### src/hdl/drap_pkg.sv
package drap_pkg;

    localparam int MAX_PACKET_DEF = 512;

    localparam int HDR_LEN = 12;
    localparam int HDR_IDX_W = 4;

    localparam logic [7:0] PTR_MARK = 8'hC0;
    localparam logic [15:0] QR_MASK = 16'h8000;
    localparam logic [15:0] RCODE_MASK = 16'h000F;
    localparam logic [15:0] TYPE_A = 16'd1;
    localparam logic [15:0] A_RDLEN = 16'd4;

    typedef struct packed {
        logic take;
        logic parse;
        logic last;
    } t_step_ctl;

    typedef struct packed {
        logic found;
        logic [31:0] address;
    } t_step_res;

endpackage

### src/hdl/drap_if.sv
interface drap_in_if;
    logic valid;
    logic ready;
    logic [7:0] data_byte;
    logic last_byte;
    logic [15:0] query_id;

    modport source (output valid, output data_byte, output last_byte, output query_id,
                    input ready);
    modport sink (input valid, input data_byte, input last_byte, input query_id,
                  output ready);
endinterface

interface drap_out_if;
    logic valid;
    logic ready;
    logic status;
    logic [31:0] address;

    modport source (output valid, output status, output address, input ready);
    modport sink (input valid, input status, input address, output ready);
endinterface

### src/hdl/drap_step.sv
module drap_step
    import drap_pkg::*;
(
    input  logic                 i_clk,
    input  logic                 i_rst_n,
    input  t_step_ctl            i_ctl,
    input  logic [7:0]           i_data_byte,
    input  logic [15:0]          i_query_id,
    input  logic [HDR_IDX_W-1:0] i_hdr_idx,
    output t_step_res            o_res
);

    typedef enum logic [2:0] {
        PH_HEADER,
        PH_QNAME,
        PH_QFIXED,
        PH_ANAME,
        PH_AFIXED,
        PH_RDSKIP,
        PH_RDATA,
        PH_DONE
    } t_phase;

    typedef enum logic [1:0] {
        OUT_PENDING,
        OUT_FOUND,
        OUT_FAILED
    } t_outcome;

    localparam logic [HDR_IDX_W-1:0] HB_ID_HI = HDR_IDX_W'(0);
    localparam logic [HDR_IDX_W-1:0] HB_ID_LO = HDR_IDX_W'(1);
    localparam logic [HDR_IDX_W-1:0] HB_FLAGS_HI = HDR_IDX_W'(2);
    localparam logic [HDR_IDX_W-1:0] HB_FLAGS_LO = HDR_IDX_W'(3);
    localparam logic [HDR_IDX_W-1:0] HB_QD_HI = HDR_IDX_W'(4);
    localparam logic [HDR_IDX_W-1:0] HB_QD_LO = HDR_IDX_W'(5);
    localparam logic [HDR_IDX_W-1:0] HB_AN_HI = HDR_IDX_W'(6);
    localparam logic [HDR_IDX_W-1:0] HB_AN_LO = HDR_IDX_W'(7);
    localparam logic [HDR_IDX_W-1:0] HB_LAST = HDR_IDX_W'(HDR_LEN - 1);

    localparam logic [3:0] QFIXED_END = 4'd5;
    localparam logic [3:0] AFIXED_END = 4'd11;
    localparam logic [3:0] TYPE_END = 4'd2;
    localparam logic [3:0] RDLEN_START = 4'd9;
    localparam logic [3:0] RDATA_END = 4'd4;

    t_phase r_phase, n_phase;
    t_outcome r_outcome, n_outcome;
    logic [3:0] r_field, n_field;
    logic [15:0] r_skip, n_skip;
    logic [15:0] r_qleft, n_qleft;
    logic [15:0] r_aleft, n_aleft;
    logic [7:0] r_held, n_held;
    logic [15:0] r_rtype, n_rtype;
    logic [15:0] r_rlen, n_rlen;
    logic [31:0] r_addr, n_addr;

    logic [3:0] w_field_inc;
    logic [15:0] w_qdec;
    logic [15:0] w_adec;
    logic [15:0] w_flags;

    assign w_field_inc = r_field + 4'd1;
    assign w_qdec = r_qleft - 16'd1;
    assign w_adec = r_aleft - 16'd1;
    assign w_flags = {r_held, i_data_byte};

    always_comb begin
        n_phase = r_phase;
        n_outcome = r_outcome;
        n_field = r_field;
        n_skip = r_skip;
        n_qleft = r_qleft;
        n_aleft = r_aleft;
        n_held = r_held;
        n_rtype = r_rtype;
        n_rlen = r_rlen;
        n_addr = r_addr;

        unique case (r_phase) inside
            PH_HEADER: begin
                unique case (i_hdr_idx) inside
                    HB_ID_HI: begin
                        if (i_data_byte != i_query_id[15:8]) begin
                            n_outcome = OUT_FAILED;
                            n_phase = PH_DONE;
                        end
                    end
                    HB_ID_LO: begin
                        if (i_data_byte != i_query_id[7:0]) begin
                            n_outcome = OUT_FAILED;
                            n_phase = PH_DONE;
                        end
                    end
                    HB_FLAGS_HI: n_held = i_data_byte;
                    HB_FLAGS_LO: begin
                        if ((w_flags & QR_MASK) == 16'd0 || (w_flags & RCODE_MASK) != 16'd0) begin
                            n_outcome = OUT_FAILED;
                            n_phase = PH_DONE;
                        end
                    end
                    HB_QD_HI, HB_QD_LO: n_qleft = {r_qleft[7:0], i_data_byte};
                    HB_AN_HI, HB_AN_LO: n_aleft = {r_aleft[7:0], i_data_byte};
                    default: ;
                endcase
                if (i_hdr_idx == HB_LAST && n_phase == PH_HEADER) begin
                    if (n_aleft == 16'd0) begin
                        n_outcome = OUT_FAILED;
                        n_phase = PH_DONE;
                    end else begin
                        n_phase = (n_qleft == 16'd0) ? PH_ANAME : PH_QNAME;
                    end
                end
            end
            PH_QNAME, PH_ANAME: begin
                if (r_skip != 16'd0) begin
                    n_skip = r_skip - 16'd1;
                end else if (i_data_byte == 8'd0 || (i_data_byte & PTR_MARK) == PTR_MARK) begin
                    // pointer takes one more byte, so the fixed part starts a step early
                    n_field = (i_data_byte == 8'd0) ? 4'd1 : 4'd0;
                    n_phase = (r_phase == PH_QNAME) ? PH_QFIXED : PH_AFIXED;
                end else begin
                    n_skip = {8'd0, i_data_byte};
                end
            end
            PH_QFIXED: begin
                n_field = w_field_inc;
                if (w_field_inc >= QFIXED_END) begin
                    n_qleft = w_qdec;
                    n_phase = (w_qdec == 16'd0) ? PH_ANAME : PH_QNAME;
                end
            end
            PH_AFIXED: begin
                if (r_field >= 4'd1) begin
                    if (r_field <= TYPE_END) begin
                        n_rtype = {r_rtype[7:0], i_data_byte};
                    end else if (r_field >= RDLEN_START) begin
                        n_rlen = {r_rlen[7:0], i_data_byte};
                    end
                end
                n_field = w_field_inc;
                if (w_field_inc >= AFIXED_END) begin
                    if (n_rtype == TYPE_A && n_rlen == A_RDLEN) begin
                        n_addr = 32'd0;
                        n_field = 4'd0;
                        n_phase = PH_RDATA;
                    end else begin
                        n_aleft = w_adec;
                        if (w_adec == 16'd0) begin
                            n_outcome = OUT_FAILED;
                            n_phase = PH_DONE;
                        end else if (n_rlen == 16'd0) begin
                            n_phase = PH_ANAME;
                        end else begin
                            n_skip = n_rlen;
                            n_phase = PH_RDSKIP;
                        end
                    end
                end
            end
            PH_RDSKIP: begin
                n_skip = r_skip - 16'd1;
                if (n_skip == 16'd0) begin
                    n_phase = PH_ANAME;
                end
            end
            PH_RDATA: begin
                n_addr = {r_addr[23:0], i_data_byte};
                n_field = w_field_inc;
                if (w_field_inc >= RDATA_END) begin
                    n_outcome = OUT_FOUND;
                    n_phase = PH_DONE;
                end
            end
            PH_DONE: ;
            default: ;
        endcase
    end

    always_comb begin
        if (i_ctl.parse) begin
            o_res.found = (n_outcome == OUT_FOUND);
            o_res.address = n_addr;
        end else begin
            o_res.found = (r_outcome == OUT_FOUND);
            o_res.address = r_addr;
        end
    end

    always_ff @(posedge i_clk) begin
        if (!i_rst_n || (i_ctl.take && i_ctl.last)) begin
            r_phase <= PH_HEADER;
            r_outcome <= OUT_PENDING;
            r_field <= 4'd0;
            r_skip <= 16'd0;
            r_qleft <= 16'd0;
            r_aleft <= 16'd0;
            r_held <= 8'd0;
            r_rtype <= 16'd0;
            r_rlen <= 16'd0;
            r_addr <= 32'd0;
        end else if (i_ctl.parse) begin
            r_phase <= n_phase;
            r_outcome <= n_outcome;
            r_field <= n_field;
            r_skip <= n_skip;
            r_qleft <= n_qleft;
            r_aleft <= n_aleft;
            r_held <= n_held;
            r_rtype <= n_rtype;
            r_rlen <= n_rlen;
            r_addr <= n_addr;
        end
    end

endmodule

### src/hdl/dns_response_a_record_parser.sv
// channel   | dir | fields                                 | accepted when
// i_item    | in  | data_byte, last_byte, query_id         | valid && ready
// o_result  | out | status, address                        | valid && ready
//
// one byte per cycle unless a result stalls; parsing runs off the input register
// a packet's result is registered once its last byte leaves the input register
// reset is synchronous and clears the parser, the byte count and both valids
// a stalled result holds the last byte of the next packet in the input register;
// other bytes keep flowing
module dns_response_a_record_parser
    import drap_pkg::*;
#(
    parameter int MAX_PACKET = MAX_PACKET_DEF
) (
    input  logic            i_clk,
    input  logic            i_rst_n,
    drap_in_if.sink         i_item,
    drap_out_if.source      o_result
);

    localparam int CNT_W = $clog2(MAX_PACKET + 1);

    logic r_in_valid;
    logic [7:0] r_in_byte;
    logic r_in_last;
    logic [15:0] r_in_eid;
    logic [CNT_W-1:0] r_count;
    logic r_out_valid;
    logic r_out_status;
    logic [31:0] r_out_address;

    logic w_proceed;
    logic w_accept;
    t_step_ctl w_ctl;
    t_step_res w_res;

    assign w_proceed = !r_in_last || !r_out_valid || o_result.ready;
    assign i_item.ready = !r_in_valid || w_proceed;
    assign w_accept = i_item.valid && i_item.ready;

    assign w_ctl.take = r_in_valid && w_proceed;
    assign w_ctl.parse = w_ctl.take && (r_count < CNT_W'(MAX_PACKET));
    assign w_ctl.last = r_in_last;

    drap_step u_step (
        .i_clk         (i_clk),
        .i_rst_n       (i_rst_n),
        .i_ctl         (w_ctl),
        .i_data_byte   (r_in_byte),
        .i_query_id    (r_in_eid),
        .i_hdr_idx     (r_count[HDR_IDX_W-1:0]),
        .o_res         (w_res)
    );

    always_ff @(posedge i_clk) begin
        if (!i_rst_n) begin
            r_in_valid <= 1'b0;
            r_count <= '0;
            r_out_valid <= 1'b0;
        end else begin
            if (i_item.ready) begin
                r_in_valid <= i_item.valid;
            end
            if (w_ctl.take) begin
                if (r_in_last) begin
                    r_count <= '0;
                end else if (w_ctl.parse) begin
                    r_count <= r_count + CNT_W'(1);
                end
            end
            if (w_ctl.take && r_in_last) begin
                r_out_valid <= 1'b1;
            end else if (o_result.ready) begin
                r_out_valid <= 1'b0;
            end
        end
    end

    always_ff @(posedge i_clk) begin
        if (w_accept) begin
            r_in_byte <= i_item.data_byte;
            r_in_last <= i_item.last_byte;
            r_in_eid <= i_item.query_id;
        end
        if (w_ctl.take && r_in_last) begin
            r_out_status <= !w_res.found;
            r_out_address <= w_res.found ? w_res.address : 32'd0;
        end
    end

    assign o_result.valid = r_out_valid;
    assign o_result.status = r_out_status;
    assign o_result.address = r_out_address;

endmodule

### src/flat_wrapper.sv
// flat-port wrapper written by rule: the top's interface ports become plain ports
module dns_response_a_record_parser_flat import drap_pkg::*;
#(
    parameter int MAX_PACKET = MAX_PACKET_DEF
)
  (i_clk, i_rst_n, i_item_valid, i_item_data_byte, i_item_last_byte, i_item_query_id, i_item_ready, o_result_valid, o_result_status, o_result_address, o_result_ready);
  drap_in_if i_item_i ();
  drap_out_if o_result_i ();
  input  logic i_clk;
  input  logic i_rst_n;
  input wire logic [$bits(i_item_i.valid)-1:0] i_item_valid;
  input wire logic [$bits(i_item_i.data_byte)-1:0] i_item_data_byte;
  input wire logic [$bits(i_item_i.last_byte)-1:0] i_item_last_byte;
  input wire logic [$bits(i_item_i.query_id)-1:0] i_item_query_id;
  output wire logic [$bits(i_item_i.ready)-1:0] i_item_ready;
  output wire logic [$bits(o_result_i.valid)-1:0] o_result_valid;
  output wire logic [$bits(o_result_i.status)-1:0] o_result_status;
  output wire logic [$bits(o_result_i.address)-1:0] o_result_address;
  input wire logic [$bits(o_result_i.ready)-1:0] o_result_ready;
  assign i_item_i.valid = i_item_valid;
  assign i_item_i.data_byte = i_item_data_byte;
  assign i_item_i.last_byte = i_item_last_byte;
  assign i_item_i.query_id = i_item_query_id;
  assign i_item_ready = i_item_i.ready;
  assign o_result_valid = o_result_i.valid;
  assign o_result_status = o_result_i.status;
  assign o_result_address = o_result_i.address;
  assign o_result_i.ready = o_result_ready;
  dns_response_a_record_parser #(.MAX_PACKET(MAX_PACKET)) u_core (.i_clk(i_clk), .i_rst_n(i_rst_n), .i_item(i_item_i), .o_result(o_result_i));
endmodule
### config.mk
export PLATFORM = sky130hd
export DESIGN_NAME = dns_response_a_record_parser_flat
export DESIGN_NICKNAME = d
export VERILOG_FILES = /design/src/hdl/drap_pkg.sv /design/src/hdl/drap_if.sv /design/src/hdl/drap_step.sv /design/src/hdl/dns_response_a_record_parser.sv /design/src/flat_wrapper.sv
export SDC_FILE = /design/constraint.sdc
export NUM_CORES = 1
export LEC_CHECK = 0
export BUFFER_PORTS_ARGS = -buffer_cell sky130_fd_sc_hd__buf_2
export CAP_MARGIN = 40
export CORE_MARGIN = 2
export CORE_UTILIZATION = 46
export DETAILED_ROUTE_END_ITERATION = 16
export GPL_TIMING_DRIVEN = 0
export HOLD_SLACK_MARGIN = 0.1
export PLACE_DENSITY = 0.66
export SLEW_MARGIN = 10
export SYNTH_ARGS = -nofsm -noshare
export SYNTH_HDL_FRONTEND = slang
export SYNTH_SLANG_ARGS = --single-unit
### constraint.sdc
create_clock -name i_clk -period 2.65 [get_ports i_clk]
set_input_delay 0.1325 -clock i_clk [delete_from_list [all_inputs] [get_ports i_clk]]
set_output_delay 0.1325 -clock i_clk [all_outputs]
set_load 0.005 [all_outputs]
# After elaboration in Yosys (flattened, before gate mapping)

Cells that the tools add are included.

Register bits after elaboration: 199
Bits of input ports: 29
Output and inout bits: 35
Logic and storage cells: 178

$add $sub $neg: 5
Order comparisons: 7
Equal/unequal tests: 31
Muxes and demuxes: 68
Reduce and logical (&&, ||, !) cells: 49

Operator list:

| kind                                                                    | number |
|---|---|
| 16-bit 2-to-1 mux                                                       | 20 |
| 16-bit zero test                                                        | 7 |
| 32-bit 2-to-1 mux                                                       | 2 |
| 16-bit case mux with 2 select lines                                     | 2 |
| 32-bit case mux with 2 select lines                                     | 1 |
| 3-bit 2-to-1 mux                                                        | 16 |
| 16-bit case mux with 3 select lines                                     | 1 |
| 16-bit by 1-bit subtractor with 16-bit output (second input constant)   | 3 |
| 33-bit 2-to-1 mux                                                       | 1 |
| 16-bit nonzero test                                                     | 2 |
| 2-bit 2-to-1 mux                                                        | 11 |
| 10-bit 2-to-1 mux                                                       | 2 |
| 3-bit case mux with 6 select lines                                      | 1 |
| 16-bit by 1-bit equality test with 1-bit output (second input constant) | 1 |
| 16-bit by 3-bit equality test with 1-bit output (second input constant) | 1 |
| 4-bit by 3-bit equality test with 1-bit output (second input constant)  | 4 |
| 4-bit 2-to-1 mux                                                        | 4 |
| 8-bit != test                                                           | 2 |
| 2-bit case mux with 3 select lines                                      | 2 |
| 4-bit case mux with 3 select lines                                      | 1 |
| 10-bit by 1-bit adder with 10-bit output (second input constant)        | 1 |
| 10-bit less-than comparator (second input constant)                     | 1 |
| 2-bit != test (second input constant)                                   | 5 |
| 3-bit equality test (second input constant)                             | 3 |
| other kinds (31)                                                        | 66 |

# Longest topological paths before layout

Word-level depth: 13
Mapped depth: 11
Gate-level depth less buffers: 9

# By module

Synthesis repeated with hierarchy kept, for this count alone.

Cells, all modules: 1220
Area, all modules: 10670.2 sq um

By module, submodules not included:

| module                       | instances | cells each | area each (sq um) | sequential area each (sq um) |
|---|---|---|---|---|
| drap_step                    | 1         | 1061       | 8132.8            | 2442.3 |
| dns_response_a_record_parser | 1         | 159        | 2537.4            | 1981.9 |

# Worst setup path after synthesis

OpenSTA, ideal clock, no wires.

Path kind: reg2reg
Start point: reg u_core.u_step.r_aleft[0]
End point: reg u_core.r_out_address[10] (netlist: u_core.o_result.address[10]) (data pin)
Library setup time: 0.263 ns
Data arrival time: 2.692 ns
Data required time: 2.387 ns
Path slack: -0.305 ns
Cell stages (with the launch flop): 11
Path buffers: 1
Period minus slack after synthesis: 2.955 ns
Cells stage by stage: dfxtp_1 inv_1 ha_1 nor4b_1 nand4_1 xnor2_1 or4_1 nor4_1 o22a_2 buf_6 nor3_2

Word-level cells in the longest chain between the ends: 8
Elaborated cells on any way between the ends: 13
Classes of those cells: 1 x add/sub; 1 x eq/ne; 9 x mux; 2 x reduce/logical

Ends and longest elaborated chain:

| item                                                                                      | line                               | source |
|---|---|---|
| start, declared                                                                           | drap_step.sv:51                    | `logic [15:0] r_aleft, n_aleft;` |
| start signal, assigned                                                                    | drap_step.sv:207                   | `r_aleft <= n_aleft;` |
| 16-bit by 1-bit subtractor with 16-bit output / 16-bit 2-to-1 mux (equally long branches) | drap_step.sv:64, drap_step.sv:81   |  |
| 16-bit zero test / 16-bit 2-to-1 mux (equally long branches)                              | drap_step.sv:148, drap_step.sv:79  |  |
| 2-bit 2-to-1 mux / 16-bit zero test (equally long branches)                               | drap_step.sv:148, drap_step.sv:106 |  |
| 2-bit 2-to-1 mux, on equally long branches                                                | drap_step.sv:142, drap_step.sv:106 |  |
| 2-bit 2-to-1 mux, on equally long branches                                                | drap_step.sv:141, drap_step.sv:105 |  |
| 2-bit case mux with 3 select lines *                                                      | drap_step.sv:79                    | `unique case (r_phase) inside` |
| 2-bit by 1-bit equality test with 1-bit output *                                          | drap_step.sv:181                   | `o_res.found = (n_outcome == OUT_FOUND);` |
| 33-bit 2-to-1 mux *                                                                       | drap_step.sv:180                   | `if (i_ctl.parse) begin` |
| end signal, assigned                                                                      | dns_response_a_record_parser.sv:87 | `r_out_address <= w_res.found ? w_res.address : 32'd0;` |
| end, declared                                                                             | dns_response_a_record_parser.sv:30 | `logic [31:0] r_out_address;` |

Every way passes the cells marked *; elsewhere a longest branch is shown, timed or not. The select of a mux whose other input is x is not followed.
A chain may end at the register's enable or synchronous reset.

# Final worst setup path

Start point: reg u_core.u_step.r_aleft[2]
End point: reg u_core.r_out_address[18] (netlist: u_core.o_result.address[18]) (data pin)

Same word-level chain as after synthesis.

==> flow_results.org <==
** Power
- VDD sags by at most ~0.41 mV.
- The clock network burns 38.2% of the power.
- Summed over all cells, the static leakage comes to ~4.7 nW.
- Summed over all nets, the switching power comes to approximately 2.4 mW.
- Sequential power share :: between 40% and 50%
- Cell internal power was estimated by the tool at slightly below 5 mW.
- Comb power frac :: 19.1%
- Of the total power, the share spent switching nets is around 33%.
- PD cells :: 539 nW/um^2

** Final layout
- Final non-filler cell total :: ~1600
- Cells with a size suffix above 1 make up 30.8% of the layout.
- # diodes :: 0
- Final net count :: roughly 1400
- Growth of design area from synthesis to finish :: 33.0%

** Clocking
- Worst-path clk slew :: approximately 0.090 ns
- TritonCTS built the clock tree.
- Clock tree synthesis selected as its root buffer the cell clkbuf_16.
- # H-tree levels :: 4
- Maximum clock insertion buffer count :: 2
- Number of buffers added by the clock tree synthesis step :: 17
- The later pin in the worst-skew pair is clocked with a latency of 0.46 ns.
- Clk sink count :: 192

** Flow run
- Max-cap violations in this run came to 0.

** Synth
- For this run, the register share of the synthesized area comes to 43.2%.
- Yosys printed 0 warnings.
- Async S/R FF share, synth :: 0%
- EDFF count, synth :: 58
- dfxtp_1 takes more of the synthesized area than any other cell.
- Top cells by area, synth :: dfxtp_1 (26%), edfxtp_1 (17%), nand2_1 (4.9%)
- Synth unique cells :: between 80 and 90
- When the netlist entered floorplanning its net count stood at about 1200.
- Synthesis handed over a netlist of between 1000 and 1500 instances.
- Summed over its instances, the top area cell type makes up a little over a quarter of the synthesized netlist area.
- Post-synthesis average cell area :: between 8 and 9 sq um
- For this run, the leading register cell type out of synthesis is dfxtp_1.
- Register bit total from synthesis :: 192
- The mapped netlist covers about 10000 sq um.

** STA
- Timing would allow up to ~340 MHz.
- Setup violations remaining at the end of the flow were counted as 98.
- Setup repair after global routing could not meet its margin everywhere.
- The final-report hold violation count came to 0.
- Final critical-path required period :: ~3 ns
- Final worst setup slack :: -0.303 ns
- Transition time at the pin with the least slew margin :: 0.848 ns
- Headroom to the max-slew limit came out at between 40% and 50%.
- Dividing the final minimum period by the clock period gives 111%.
- The count of pins over their slew limit is 0.
- Between clock sinks in the finished design, the worst skew comes to 0.0189 ns.

** Placement
- Detailed placement finished with a half-perimeter wire length of about 22000 um.
- Number of buffers added on ports :: 63
- Dpl ws :: -0.877 ns
- Routability-driven placement finished with a final weighted congestion of around 1.
- Including well taps, the total number of placed cells is 1502.

** GRT
- Maximum number of pins on one net before global-route repair :: 26
- Vias in the first global route :: 9405
- Overall overflow remaining after global route :: 0
- Wire length of the first global-routing pass :: between 50000 and 60000 um
- The initial antenna violation count is 0.
- Global routing consumed, over all layers together, between 20 and 30% of the routing resources.

** Routing
- Via count :: roughly 10000
- Average routed wire per standard cell :: 20.9 um
- For this run, design rule violations remaining after detail routing come to 0.
- Vias per cell :: about 6.2
- DRC violation total after the first TritonRoute iteration :: between 800 and 900
- Detailed-routing iteration count for the pre-antenna-repair pass :: 6
- Total wirelength of the detailed-routed design :: approximately 34000 um
- Number of nets still failing antenna checks after routing :: 0

** Worst setup path
- Data on the critical path arrives at its endpoint at roughly 3.2 ns.
- The critical path starts at u_core.u_step.r_aleft[2]$_SDFFE_PP0P_.
- For the worst setup path, the data required time is approximately 2.9 ns.
- STA classifies the critical path endpoint as a flop.
- STA classifies the critical path startpoint as a flop.
- Along the worst path, the maximum fanout reaches 10.
- Startpoint of the lowest-slack register-to-register path :: u_core.u_step.r_aleft[2]$_SDFFE_PP0P_
- Critical Setup Path Class :: reg -> reg

** Floorplanning
- Horizontal die dimension :: 153 um
- The floorplan has 54 rows.
- Starting density of the core :: a little under half
- Total I/O pin count :: 64
- In this run the standard cell core region covers between 20000 and 25000 sq um.
- Die footprint :: between 20000 and 25000 sq um
- The floorplan step set the die height to around 150 um.

** Outcome
- The flow ran to the end, but the final reports show violations.
- The checks that failed: negative setup slack.

** Hold path
- Origin of the worst min-delay path :: i_item_query_id[9]
- Path type of the worst min-delay path :: in -> reg
-- power groups by stage --
stage                     sequential, mW  clock (mW)  combinational, mW
after CTS                           3.13        2.81               1.23
after floorplan                     3.18           0              0.740
final                               3.14        2.80               1.40
after global placement              3.19           0               1.05
after global routing                3.14        2.93               1.51
after detailed placement            3.19           0               1.07
-- layout by cell type, fill, tap and decap left out, drive strengths merged, types with 8 or more instances in the layout --
master,netlist,layout
buf,26,162
nand2,134,134
dfxtp,134,134
nor2,114,114
a21oi,83,83
clkbuf,60,75
nor3,66,66
edfxtp,58,58
o21ai,51,51
nand3,38,38
inv,27,37
a22oi,34,34
nor4,31,31
xor2,30,30
dlygate4sd3,0,28
a211oi,21,21
ha,17,17
a31oi,17,17
nand4,12,12
or3,12,12
o32ai,12,12
or4,11,11
o31ai,10,10
o211ai,8,8
o221ai,8,8
nand2b,8,8
or2,8,8
o22ai,8,8
-- flip-flops by register name, indices dropped and copies added, names as in the netlist, 2 cells and up --
| name | cells |
|---|---|
| u_core.u_step.r_skip | 16 |
| u_core.u_step.r_addr | 32 |
| u_core.r_in_byte | 8 |
| u_core.u_step.r_outcome | 2 |
| u_core.u_step.r_phase | 3 |
| u_core.o_result.address | 32 |
| u_core.u_step.r_aleft | 16 |
| u_core.r_count | 10 |
| u_core.u_step.r_qleft | 16 |
| u_core.u_step.r_field | 4 |
| u_core.r_in_eid | 16 |
| u_core.u_step.r_rlen | 16 |
| u_core.u_step.r_rtype | 16 |
-- repair_timing --
action                     CTS  global route
resized for setup          118           106
hold buffers                27             1
pin swaps                   28            47
hold endpoints to repair    29             1
buffers inserted            34            26
setup endpoints to repair  162           143
gates cloned                 4             2
-- synth_stat cells (16+ instances only) --
cell,n
dfxtp_1,134
nand2_1,133
nor2_1,114
a21oi_1,83
clkbuf_1,60
edfxtp_1,58
o21ai_0,48
nand3_1,38
nor3_1,36
a22oi_2,30
nor3_2,30
xor2_1,30
nor4_1,29
inv_1,27
a31oi_1,17
ha_1,17
buf_2,16
-- cell families (layout without fill, tap and decap cells) --
kind of cell	after synthesis	count (layout)	synth area share, %
adders and majority gates	17	17	2.08
muxes	6	6	0.598
AOI/OAI and AO/OA	319	319	23.0
buffers and inverters	114	308	4.74
and+or+nand+nor	464	464	23.2
DFF	192	192	43.2
xor gates and xnor gates	37	37	3.16
-- stage by stage --
| stage | TNS, ns | utilization [%] | hold slack [ns] | instance area [sq um] | total power [mW] |
|---|---|---|---|---|---|
| floorplan | -2.58 | - | 0.231 | 10400 | 3.92 |
| global placement | -103.27 | 50.6 | 0.309 | 11000 | 4.24 |
| detailed placement | -84.85 | 51.2 | 0.311 | 11200 | 4.27 |
| CTS | -9.81 | 59.2 | 0.111 | 12900 | 7.17 |
| global route | -23.70 | 62.4 | 0.395 | 13600 | 7.58 |
| finish | -17.76 | 62.4 | 0.388 | 13600 | 7.34 |
-- metal layers --
layer	wire length, um	global-route usage (%)	vias up
li1	-	-	4636
met4	945	8.95	0
met2	15600	44.0	468
met1	14800	39.1	4829
met5	0	0	-
met3	2460	4.68	77
-- critical path, cell delays in order, from the launching register on --
cell	delay [ns]
dfxtp_1	0.35
buf_6	0.16
or4_4	0.53
o31ai_4	0.26
nand4_1	0.16
or4_4	0.46
nor4_4	0.24
o22a_4	0.31
buf_12	0.17
nor3_2	0.05
-- final cells by class --
class	count	area (sq um)
Multi-Input combinational cell	843	6210
Buffer	80	515
Tap cell	280	350
Sequential cell	192	4440
Fill cell	1774	8200
Inverter	28	111
Timing Repair Buffer	168	1360
Clock inverter	15	215
Clock buffer	17	425
-- worst paths after layout --
check	to	slack [ns]	cells past startpoint
worst max-delay path	u_core.o_result.address[18]$_SDFFCE_PP0P_	-0.30	9
worst min-delay path	u_core.r_in_eid[9]$_DFFE_PP_	0.39	2
worst max register to register	u_core.o_result.address[18]$_SDFFCE_PP0P_	-0.30	9
worst min register to register	u_core.u_step.r_rtype[9]$_SDFFE_PP0P_	0.46	2
Note: power is estimated with default switching activity, not from simulation.
